==> config.mk <==
export PLATFORM = sky130hd
export DESIGN_NAME = sha1_message_digest_unit
export DESIGN_NICKNAME = d
export VERILOG_FILES = /design/src/rtl/sha1md_pkg.sv /design/src/rtl/sha1md_sched.sv /design/src/rtl/sha1md_core.sv /design/src/rtl/sha1_message_digest_unit.sv
export SDC_FILE = /design/constraint.sdc
export NUM_CORES = 2
export LEC_CHECK = 0
export BUFFER_PORTS_ARGS = -buffer_cell sky130_fd_sc_hd__buf_4
export CAP_MARGIN = 20
export CORE_ASPECT_RATIO = 0.7
export CORE_MARGIN = 2
export CORE_UTILIZATION = 40
export DETAILED_ROUTE_END_ITERATION = 10
export SYNTH_ARGS = -nofsm -noshare
export SYNTH_HDL_FRONTEND = slang
export SYNTH_SLANG_ARGS = --single-unit
export TNS_END_PERCENT = 100
==> constraint.sdc <==
create_clock -name clk_i -period 14.5 [get_ports clk_i]
set_input_delay 0.725 -clock clk_i [delete_from_list [all_inputs] [get_ports clk_i]]
set_output_delay 0.725 -clock clk_i [all_outputs]
set_load 0.1 [all_outputs]
==> src/rtl/sha1md_pkg.sv <==
// ----------------------------------------------------------------------------
// sha1md_pkg
// Types, constants and round functions shared by the SHA-1 digest unit.
// ----------------------------------------------------------------------------
`default_nettype none

package sha1md_pkg;

  localparam int unsigned WordW   = 32;
  localparam int unsigned NumH    = 5;
  localparam int unsigned BlkWrds = 16;
  localparam int unsigned Rounds  = 80;

  localparam logic [2:0] MaxBytes = 3'd4;
  localparam logic [3:0] LenSlot  = 4'd14;   // word slot where the length starts
  localparam logic [3:0] LastSlot = 4'd15;
  localparam logic [6:0] LastRnd  = 7'(Rounds - 1);
  localparam logic [2:0] LastIdx  = 3'(NumH - 1);

  localparam logic [WordW-1:0] PadByte = 32'h8000_0000;

  typedef logic [WordW-1:0] word_t;
  typedef logic [NumH-1:0][WordW-1:0] hash_t;

  localparam hash_t InitVec = {32'hc3d2_e1f0, 32'h1032_5476, 32'h98ba_dcfe,
                               32'hefcd_ab89, 32'h6745_2301};

  // input and output transactions
  typedef struct packed {
    logic [31:0] message_word;
    logic [2:0]  bytes_valid;
    logic        end_of_message;
  } in_item_t;

  typedef struct packed {
    logic [31:0] digest_word;
    logic [2:0]  word_index;
    logic        last_word;
  } out_item_t;

  // controls between sequencer, schedule and round unit
  typedef struct packed {
    logic push;
    logic step;
  } sched_ctl_t;

  typedef struct packed {
    logic start;
    logic load_iv;
  } core_ctl_t;

  typedef struct packed {
    logic step;
    logic done;
  } core_stat_t;

  typedef enum logic [2:0] {
    ST_IDLE,
    ST_COMP,
    ST_PAD80,
    ST_PADZ,
    ST_LENHI,
    ST_LENLO,
    ST_OUT
  } seq_state_e;

  typedef enum logic [1:0] {
    CS_IDLE,
    CS_RUN,
    CS_FIN
  } core_state_e;

  // round constant by round number
  function automatic word_t round_k(input logic [6:0] rnd);
    word_t k;
    if (rnd < 7'd20) begin
      k = 32'h5a82_7999;
    end else if (rnd < 7'd40) begin
      k = 32'h6ed9_eba1;
    end else if (rnd < 7'd60) begin
      k = 32'h8f1b_bcdc;
    end else begin
      k = 32'hca62_c1d6;
    end
    return k;
  endfunction

  // round logic function by round number
  function automatic word_t round_f(input logic [6:0] rnd, input word_t b,
                                    input word_t c, input word_t d);
    word_t f;
    if (rnd < 7'd20) begin
      f = (b & c) | (~b & d);
    end else if (rnd >= 7'd40 && rnd < 7'd60) begin
      f = (b & c) | (b & d) | (c & d);
    end else begin
      f = b ^ c ^ d;
    end
    return f;
  endfunction

endpackage

`default_nettype wire

==> src/rtl/sha1md_sched.sv <==
// ----------------------------------------------------------------------------
// sha1md_sched
// Sixteen-word shift line: loads message words, then expands the schedule
// one word per round.
// ----------------------------------------------------------------------------
`default_nettype none

module sha1md_sched import sha1md_pkg::*; (
  input  wire        clk_i,
  input  wire        rst_ni,
  input  sched_ctl_t ctl_i,
  input  word_t      data_i,
  output word_t      w_o
);

  word_t w_q [BlkWrds];
  word_t exp_w;
  word_t x;

  // next schedule word from the fixed taps
  assign x     = w_q[13] ^ w_q[8] ^ w_q[2] ^ w_q[0];
  assign exp_w = {x[30:0], x[31]};
  assign w_o   = w_q[0];

  // shift line, newest word at the top
  always_ff @(posedge clk_i) begin
    if (ctl_i.push || ctl_i.step) begin
      for (int i = 0; i < BlkWrds - 1; i++) begin
        w_q[i] <= w_q[i+1];
      end
      w_q[BlkWrds-1] <= ctl_i.push ? data_i : exp_w;
    end
  end

  // rst_ni kept for port uniformity; the line holds payload only
  logic unused_rst;
  assign unused_rst = rst_ni;

endmodule

`default_nettype wire

==> src/rtl/sha1md_core.sv <==
// ----------------------------------------------------------------------------
// sha1md_core
// Shared round unit: one SHA-1 round per cycle for all 80 rounds, then the
// chaining words are updated.
// ----------------------------------------------------------------------------
`default_nettype none

module sha1md_core import sha1md_pkg::*; (
  input  wire        clk_i,
  input  wire        rst_ni,
  input  core_ctl_t  ctl_i,
  input  word_t      w_i,
  output core_stat_t stat_o,
  output hash_t      h_o
);

  core_state_e state_q, state_d;
  logic [6:0]  rnd_q, rnd_d;
  hash_t       h_q, h_d;
  word_t       a_q, b_q, c_q, d_q, e_q;
  word_t       t;

  // round sum
  assign t = {a_q[26:0], a_q[31:27]} + round_f(rnd_q, b_q, c_q, d_q) + e_q +
             round_k(rnd_q) + w_i;

  assign h_o = h_q;

  // sequencer for one block
  always_comb begin
    state_d     = state_q;
    rnd_d       = rnd_q;
    h_d         = h_q;
    stat_o.step = 1'b0;
    stat_o.done = 1'b0;
    case (state_q)
      CS_IDLE: begin
        if (ctl_i.load_iv) begin
          h_d = InitVec;
        end
        if (ctl_i.start) begin
          rnd_d   = '0;
          state_d = CS_RUN;
        end
      end
      CS_RUN: begin
        stat_o.step = 1'b1;
        if (rnd_q == LastRnd) begin
          rnd_d   = '0;
          state_d = CS_FIN;
        end else begin
          rnd_d = rnd_q + 7'd1;
        end
      end
      CS_FIN: begin
        stat_o.done = 1'b1;
        h_d[0]      = h_q[0] + a_q;
        h_d[1]      = h_q[1] + b_q;
        h_d[2]      = h_q[2] + c_q;
        h_d[3]      = h_q[3] + d_q;
        h_d[4]      = h_q[4] + e_q;
        state_d     = CS_IDLE;
      end
      default: begin
        state_d = CS_IDLE;
      end
    endcase
  end

  always_ff @(posedge clk_i or negedge rst_ni) begin
    if (!rst_ni) begin
      state_q <= CS_IDLE;
      rnd_q   <= '0;
      h_q     <= InitVec;
    end else begin
      state_q <= state_d;
      rnd_q   <= rnd_d;
      h_q     <= h_d;
    end
  end

  // working words
  always_ff @(posedge clk_i) begin
    if (state_q == CS_IDLE && ctl_i.start) begin
      a_q <= h_q[0];
      b_q <= h_q[1];
      c_q <= h_q[2];
      d_q <= h_q[3];
      e_q <= h_q[4];
    end else if (state_q == CS_RUN) begin
      a_q <= t;
      b_q <= a_q;
      c_q <= {b_q[1:0], b_q[31:2]};
      d_q <= c_q;
      e_q <= d_q;
    end
  end

endmodule

`default_nettype wire

==> src/rtl/sha1_message_digest_unit.sv <==
// ----------------------------------------------------------------------------
// sha1_message_digest_unit
// SHA-1 over a byte-packed word stream: packs bytes into block words, pads
// at end of message and streams out the five digest words.
// ----------------------------------------------------------------------------
// throughput: words that fill no block are taken one per cycle while idle
// a word that fills a 64-byte block holds the input through the accept with
//   load, 80 rounds in the shared round unit and the chaining update
// end of message: padding and length words, a wait in ST_COMP for each
//   of one or two compressions, then five digest words at one per ready cycle
// reset: initial vector, byte and length counts clear; no block buffer reset
`default_nettype none

module sha1_message_digest_unit import sha1md_pkg::*; (
  input  wire        clk_i,
  input  wire        rst_ni,
  input  wire        in_valid_i,
  output logic       in_ready_o,
  input  in_item_t   in_i,
  output logic       out_valid_o,
  input  wire        out_ready_i,
  output out_item_t  out_o
);

  seq_state_e  state_q, state_d, ret_q, ret_d, after;
  logic [31:0] pw_q, pw_d;         // partial word, left aligned
  logic [1:0]  pb_q, pb_d;         // bytes in partial word
  logic [3:0]  wc_q, wc_d;         // words in block
  logic [63:0] len_q, len_d;
  logic [2:0]  idx_q, idx_d;
  logic        out_valid_q, out_valid_d;
  out_item_t   out_q, out_d;

  logic        accept;
  logic [2:0]  nbytes;
  logic [31:0] msg_m;
  logic [63:0] merged;
  logic [2:0]  total;
  logic        push;
  word_t       push_data;

  sched_ctl_t  sched_ctl;
  core_ctl_t   core_ctl;
  core_stat_t  core_stat;
  word_t       w_cur;
  hash_t       h_cur;

  assign in_ready_o  = (state_q == ST_IDLE);
  assign accept      = in_valid_i && in_ready_o;
  assign out_valid_o = out_valid_q;
  assign out_o       = out_q;

  // byte packing of the incoming transaction
  assign nbytes = (in_i.bytes_valid > MaxBytes) ? MaxBytes : in_i.bytes_valid;
  assign msg_m  = in_i.message_word & ~(32'hFFFF_FFFF >> {nbytes, 3'b000});
  assign merged = {pw_q, 32'h0} | ({msg_m, 32'h0} >> {pb_q, 3'b000});
  assign total  = {1'b0, pb_q} + nbytes;

  // sequencer
  always_comb begin
    state_d     = state_q;
    ret_d       = ret_q;
    pw_d        = pw_q;
    pb_d        = pb_q;
    wc_d        = wc_q;
    len_d       = len_q;
    idx_d       = idx_q;
    out_valid_d = out_valid_q;
    out_d       = out_q;
    push        = 1'b0;
    push_data   = '0;
    after       = state_q;
    core_ctl    = '0;

    if (out_valid_q && out_ready_i) begin
      out_valid_d = 1'b0;
    end

    case (state_q)
      ST_IDLE: begin
        if (accept) begin
          len_d = len_q + 64'({nbytes, 3'b000});
          after = in_i.end_of_message ? ST_PAD80 : ST_IDLE;
          if (total >= MaxBytes) begin
            push      = 1'b1;
            push_data = merged[63:32];
            pw_d      = merged[31:0];
            pb_d      = 2'(total - MaxBytes);
          end else begin
            pw_d = merged[63:32];
            pb_d = total[1:0];
          end
        end
      end
      ST_COMP: begin
        if (core_stat.done) begin
          state_d = ret_q;
        end
      end
      ST_PAD80: begin
        push      = 1'b1;
        push_data = pw_q | (PadByte >> {pb_q, 3'b000});
        pw_d      = '0;
        pb_d      = '0;
        after     = ST_PADZ;
      end
      ST_PADZ: begin
        if (wc_q == LenSlot) begin
          after = ST_LENHI;
        end else begin
          push  = 1'b1;
          after = ST_PADZ;
        end
      end
      ST_LENHI: begin
        push      = 1'b1;
        push_data = len_q[63:32];
        after     = ST_LENLO;
      end
      ST_LENLO: begin
        push      = 1'b1;
        push_data = len_q[31:0];
        after     = ST_OUT;
      end
      ST_OUT: begin
        if (!out_valid_q || out_ready_i) begin
          out_valid_d       = 1'b1;
          out_d.digest_word = h_cur[idx_q];
          out_d.word_index  = idx_q;
          out_d.last_word   = (idx_q == LastIdx);
          if (idx_q == LastIdx) begin
            idx_d            = '0;
            len_d            = '0;
            core_ctl.load_iv = 1'b1;
            state_d          = ST_IDLE;
          end else begin
            idx_d = idx_q + 3'd1;
          end
        end
      end
      default: begin
        state_d = ST_IDLE;
      end
    endcase

    // word push into the schedule; a full block starts compression
    if (state_q != ST_COMP && state_q != ST_OUT) begin
      state_d = after;
      if (push) begin
        wc_d = wc_q + 4'd1;
        if (wc_q == LastSlot) begin
          core_ctl.start = 1'b1;
          ret_d          = after;
          state_d        = ST_COMP;
        end
      end
    end
  end

  always_ff @(posedge clk_i or negedge rst_ni) begin
    if (!rst_ni) begin
      state_q     <= ST_IDLE;
      ret_q       <= ST_IDLE;
      pw_q        <= '0;
      pb_q        <= '0;
      wc_q        <= '0;
      len_q       <= '0;
      idx_q       <= '0;
      out_valid_q <= 1'b0;
    end else begin
      state_q     <= state_d;
      ret_q       <= ret_d;
      pw_q        <= pw_d;
      pb_q        <= pb_d;
      wc_q        <= wc_d;
      len_q       <= len_d;
      idx_q       <= idx_d;
      out_valid_q <= out_valid_d;
    end
  end

  // output register payload
  always_ff @(posedge clk_i) begin
    out_q <= out_d;
  end

  assign sched_ctl.push = push;
  assign sched_ctl.step = core_stat.step;

  sha1md_sched u_sched (
    .clk_i  (clk_i),
    .rst_ni (rst_ni),
    .ctl_i  (sched_ctl),
    .data_i (push_data),
    .w_o    (w_cur)
  );

  sha1md_core u_core (
    .clk_i  (clk_i),
    .rst_ni (rst_ni),
    .ctl_i  (core_ctl),
    .w_i    (w_cur),
    .stat_o (core_stat),
    .h_o    (h_cur)
  );

  // no word enters the schedule while rounds are running
  assert property (@(posedge clk_i) disable iff (!rst_ni)
    sched_ctl.push |-> !core_stat.step)
    else $error("schedule push during rounds");

  // the low length word always closes a block
  assert property (@(posedge clk_i) disable iff (!rst_ni)
    state_q == ST_LENLO |-> wc_q == LastSlot)
    else $error("length word not in last slot");

  // digest readout starts from an empty block
  assert property (@(posedge clk_i) disable iff (!rst_ni)
    state_q == ST_OUT |-> (wc_q == 4'd0 && pb_q == 2'd0))
    else $error("block not empty at digest readout");

  // compression finishes only while the sequencer waits for it
  assert property (@(posedge clk_i) disable iff (!rst_ni)
    core_stat.done |-> state_q == ST_COMP)
    else $error("compression done outside wait state");

  // a started compression is reported done after the round pass
  assert property (@(posedge clk_i) disable iff (!rst_ni)
    core_ctl.start |-> ##81 core_stat.done)
    else $error("compression length mismatch");

endmodule

`default_nettype wire
# [Word-level counts from Yosys, hierarchy flattened]
# Memories as Yosys holds them, arrays and structs flattened.
# Index checks and enable logic that the tools add are counted.
[totals] regBits=477 mem_bits_rw=512 inputBits=40 output_inout_bits=38 elab_cells=185 n_memories=1
[mem_list] memory="u_sched.w_q" depth=16 width=32 rd=16 rd_ports_with_merged_regs=0 write_ports=16 line_no="sha1md_sched.sv:16" text="word_t w_q [BlkWrds];"
[op_classes] n_addsub=15 order_cmp=7 eq_ne=24 shifts=3 n_mux=69 n_bitwise=17 n_reduce_logical=26
[ops] cell="$mux 32" count=20
[ops] cell="$pmux 160 s2" count=1
[ops] cell="$add 32x32->32" count=9
[ops] cell="$mux 64" count=3
[ops] cell="$and 32x32->32" count=5
[ops] cell="$mux 160" count=1
[ops] cell="$xor 32x32->32" count=5
[ops] cell="$or 32x32->32" count=4
[ops] cell="$pmux 32 s4" count=1
[ops] cell="$pmux 64 s2" count=1
[ops] cell="$bmux 32 s3" count=1
[ops] cell="$add 64x6->64" count=1
[ops] cell="$not 32->32" count=2
[ops] cell="$or 64x64->64" count=1
[ops] cell="$pmux 32 s2" count=1
[ops] cell="$shr 64x5->64" count=1
[ops] cell="$shr 32x5->32 const A" count=1
[ops] cell="$shr 32x6->32 const A" count=1
[ops] cell="$mux 31" count=1
[ops] cell="$mux 3" count=10
[ops] cell="$mux 1" count=16
[ops] cell="$pmux 3 s5" count=1
[ops] cell="$lt 7x6->1 const B" count=2
[ops] cell="$mux 7" count=2
[ops] cell="37 further kinds" count=70

# [Longest topological paths before layout]
[logic_depth] word_depth=11 ltp_mapped=27 depth_no_buf=25

# [By module]
# Synthesis repeated with hierarchy kept, for this count alone.
[hier_totals] cells_unflattened=4626 hier_area_um2=52188.8
[by_module_without_submodules] mod="sha1md_core" instances=1 cells_each=2869 area_each_um2=25898.6 seq_area_each_um2=9133.8
[by_module_without_submodules] mod="sha1md_sched" instances=1 cells_each=712 area_each_um2=16844.9 seq_area_each_um2=15374.7
[by_module_without_submodules] mod="sha1_message_digest_unit" instances=1 cells_each=1045 area_each_um2=9445.3 seq_area_each_um2=3808.7

# [Worst setup path before layout]
# Ideal clock, no wire load.
[synth_timing] path_type="in2reg" start="in in_i[3] (netlist bit)" end="mem u_sched.w_q[0][0] (netlist bit), enable pin" setup_time_ns=3.692 t_arrival_ns=11.380 required_time_ns=10.808 slack_ns=-0.572 stages=12 path_buffers=4 path_cell_list="clkbuf_1 clkbuf_1 nor2b_1 ha_1 fa_1 xor2_1 and2_1 nor2_1 o31a_1 clkbuf_1 buf_1 nand2_1"
[synth_lines] element="start, declared" line_no="sha1_message_digest_unit.sv:19" text="input in_item_t in_i,"
[synth_lines] element="end, declared" line_no="sha1md_sched.sv:16"

# [Worst setup path after layout]
[layout_timing] start="reg u_core.rnd_q[4]" end="reg u_core.a_q[31] (data pin)"
[layout_via] elab_chain_cells=10 elab_cells_between_ends=16 classes_between="4 x add/sub; 4 x order compare; 7 x mux; 1 x reduce/logical"
[layout_lines] element="start, declared" line_no="sha1md_core.sv:18" text="logic [6:0] rnd_q, rnd_d;"
[layout_lines] element="start signal, assigned" line_no="sha1md_core.sv:77" text="rnd_q <= rnd_d;"
[layout_lines] element="$ge 7x6->1 / $lt 7x6->1 (equally long branches)" line_no="sha1md_pkg.sv:94, sha1md_pkg.sv:80"
[layout_lines] element="$logic_and 1x1->1" line_no="sha1md_pkg.sv:94" text="end else if (rnd >= 7'd40 && rnd < 7'd60) begin"
[layout_lines] element="$mux 32" line_no="sha1md_pkg.sv:94"
[layout_lines] element="$mux 32" line_no="sha1md_pkg.sv:92" text="if (rnd < 7'd20) begin"
[layout_lines] element="$add 32x32->32 (2 in series)" line_no="sha1md_core.sv:24" text="assign t = {a_q[26:0], a_q[31:27]} + round_f(rnd_q, b_q, c_q, d_q) + e_q +"
[layout_lines] element="$add 32x32->32 *" line_no="sha1md_core.sv:24"
[layout_lines] element="$add 32x32->32 *" line_no="sha1md_core.sv:25" text="round_k(rnd_q) + w_i;"
[layout_lines] element="$mux 32 *" line_no="sha1md_core.sv:90" text="end else if (state_q == CS_RUN) begin"
[layout_lines] element="$mux 32 *" line_no="sha1md_core.sv:84" text="if (state_q == CS_IDLE && ctl_i.start) begin"
[layout_lines] element="end signal, assigned" line_no="sha1md_core.sv:85" text="a_q <= h_q[0];"
[layout_lines] element="end signal, assigned" line_no="sha1md_core.sv:91" text="a_q <= t;"
[layout_lines] element="end, declared" line_no="sha1md_core.sv:20" text="word_t a_q, b_q, c_q, d_q, e_q;"
# Mark *: on every way between the ends. The rest lies on a longest branch, timed or not. The select of a mux whose other input is x is not followed.
# A chain may end at the register's enable or synchronous reset.

==> metrics.csv <==
metric,value,unit
Worst-Margin Slew,1190,ps
CP Max Fanout,35,
RSZ-0062 raised after global routing,no,
Layout area overhead,11.4,%
CTS buffer count,97,
Clock Latency Late Sink,720,ps
count of final max-slew check failures,0,
largest cells by area after synthesis,"edfxtp_1 (41%), dfrtp_1 (9.6%), ha_1 (5.6%)",
# nets final,4983,
DR vias,35200,
Worst EP required,14930,ps
Worst Setup End Kind,flop,
gr ovfl total,0,
top_reg_cell synth,edfxtp_1,
floorplan row count,110,
Synth area leader,edfxtp_1,
TritonCTS clock tree,built,
Top-Level Pins,78,
Die Y,304,um
"Period Utilization, post-route",0.562,
Post-Synth XOR/XNOR Area,0.0517,
Pre-antenna DRT Iters,6,
post-synthesis mux area share,0.0247,
largest net degree at the start of global routing,188,
Port Buffers,77,
DRC viols,0,
post-DP HPWL,99300,um
post-synthesis sequential area ratio,0.550,
Adder-Cell Fraction of Synth Area,0.105,
CTS root buf,clkbuf_16,
H-tree levels,3,
post-route ant nets,0,
Final Hold Vio Count,0,
fill count,11800,
GRT Util Overall,0.213,
area share of the leading cell type in the synthesized netlist,0.413,
Final min period,8140,ps
post-synthesis cell type count,86,
Antenna Cells,0,
R2R setup slack,6360,ps
Worst Skew,49.0,ps
Seq cells post-synth,986,
syn avg cell area,11.4,sq um
sum of negative setup slack,0,ps
Via-to-Cell Ratio,5.49,
Die ar.,0.132,sq mm
HP Class,input port to asynchronous set/reset pin,
max frequency,123,MHz
Chip Width,433,um
MaxCap Viol Count,0,
area taken by multi-input logic gates,0.0218,sq mm
Worst Setup Start Kind,flop,
# Post-CTS Setup Buffers,0,
synthesized net count,4920,
Post-CTS Resized,0,
cells after synthesis,4524,
layout cells sized above 1,0.0859,
area share of and/or/nand/nor cells after synthesis,0.114,
global-route wire length before repair,212000,um
"Arr. time, crit path",8570,ps
Synth Area in Compound Gates,0.126,
largest family of logic cells by synthesized area,compound AO/OA/AOI/OAI gates,
number of global-route vias before repair,33100,
"Async S/R FF share, synth",0.282,
# hold bufs at CTS,0,
wire per inst,22.1,um
Post-synth EDFFs,708,
synth warn,0,
number of setup violations in the final report,0,
first-iteration detailed-routing DRC count,4096,
clk slew on worst S/H paths,70,ps
kind of critical path,flop to flop,
initial antenna violation count,3,
Slew Limit Headroom,0.208,
FF+latch area,0.0283,sq mm
Util after Layout,0.448,
status,"finished, final reports clean",
CTS max path bufs,3,
Initial Util,0.402,
CTS Sinks,986,
total wire length,142000,um
gpl congestion,0.915,
Mapped Area,0.0515,sq mm
Core ar.,0.128,sq mm
-- cells in the final DEF (no fill, tap or decap), types with 28 or more instances in the layout --
| cell type | n |
|---|---|
| edfxtp_1 | 708 |
| nand2_1 | 657 |
| nor2_1 | 341 |
| a21oi_1 | 319 |
| o21ai_0 | 239 |
| inv_1 | 232 |
| ha_1 | 230 |
| dfrtp_1 | 195 |
| xnor2_1 | 169 |
| xor2_1 | 135 |
| fa_1 | 126 |
| buf_4 | 117 |
| mux2i_1 | 106 |
| clkbuf_16 | 98 |
| a21o_1 | 96 |
| dfstp_2 | 80 |
| nand3_1 | 67 |
| o22ai_1 | 48 |
| nor2b_1 | 46 |
| nor3_1 | 37 |
| and3_1 | 36 |
| o21a_1 | 33 |
| clkbuf_1 | 33 |
| nand2b_1 | 31 |
| o21bai_1 | 28 |
-- synthesized netlist by cell type, types with 15 or more instances --
library cell  count
xor2_1          135
o21ai_0         239
nor3_1           38
a221o_1          19
a211oi_1         20
xnor2_1         169
o221ai_1         23
nor2_1          344
fa_1            126
nand3_1          67
mux2i_1         106
edfxtp_1        708
o22ai_1          48
buf_1            15
and3_1           36
nand2b_1         32
o21a_1           33
a22oi_1          17
o32ai_1          27
o31ai_1          16
nand4_1          15
a21oi_1         319
o21bai_1         28
mux2_2           19
clkbuf_1        131
nand2_1         658
nor2b_1          47
a31oi_1          19
inv_1           233
a21o_1           96
dfrtp_1         198
ha_1            230
or3_1            24
dfstp_2          80
-- cell type report --
class,count,share of cell area
clock buffer,142,0.0475
timing repair buffer,123,0.0173
sequential,986,0.493
inverter,235,0.0155
tap,1736,0.0378
clock inverter,40,0.00904
multi-input combinational,3144,0.379
-- metrics by stage --
step	hold WS [ps]	instance area, sq um	setup WS (ps)	instances
after detailed placement	405	54100	6570	6221
after floorplan	400	51500	4690	4524
after global placement	400	54100	6720	6221
after CTS	7.02	57400	6540	6403
final	17.6	57400	6360	6406
after global routing	34.0	57400	5860	6406
-- worst max-delay path, stage by stage, from the launching register on --
cell,delay [ps]
dfrtp_1,480
a41oi_1,730
inv_1,350
nor2_1,310
clkinv_1,90
buf_4,280
nand2_1,210
buf_4,400
nor2_1,80
nor2_1,140
fa_1,440
inv_1,80
fa_1,430
fa_1,490
inv_1,40
ha_1,180
inv_1,80
fa_1,220
nor2b_1,60
o21a_1,180
o21ai_0,220
nand2_1,120
o21ai_0,640
o21ai_1,410
o41a_1,540
a221o_1,380
xnor2_1,150
a21oi_1,80
-- registers in the layout (all words and copies together) (netlist names) --
signal / cells
idx_q: 3
u_core.a_q: 32
u_core.h_o: 160
u_core.e_q: 32
pb_q: 2
u_core.state_q: 2
state_q: 3
u_sched.w_q: 512
len_q: 61
pw_q: 32
u_core.rnd_q: 7
out_valid_o: 1
wc_q: 4
u_core.d_q: 32
out_o: 36
u_core.b_q: 32
ret_q: 3
u_core.c_q: 32
-- cell families (layout without fill, tap and decap cells) --
group,after synthesis,count (layout)
xor+xnor,304,304
mux,125,125
buf+inv,394,540
fa+ha+maj,356,356
simple gates,1336,1336
flops,986,986
compound gates,1023,1023
-- metal layers --
metal  track usage  part of all wire  up-vias
met5             0          0.000092        -
met4        0.0472             0.019        2
met3        0.0552             0.083      173
met1         0.339              0.49    17500
met2         0.286              0.40     1090
li1              -                 -    16400
-- path summary, 6_finish.rpt --
check,startpoint,to,cells after the start
max in group asynchronous,rst_ni,state_q[0],3
min,rst_ni,u_core.h_o[73],1
min in group clk_i,in_i[5],pw_q[9],3
max,u_core.rnd_q[4],u_core.a_q[31],27
max reg2reg,u_core.rnd_q[4],u_core.a_q[31],27
min reg2reg,u_sched.w_q[1][201],u_sched.w_q[1][169],0
Power is left out: the tool's default activity adds up to more than one toggle a clock period on the data nets, which glitch-free logic cannot reach.
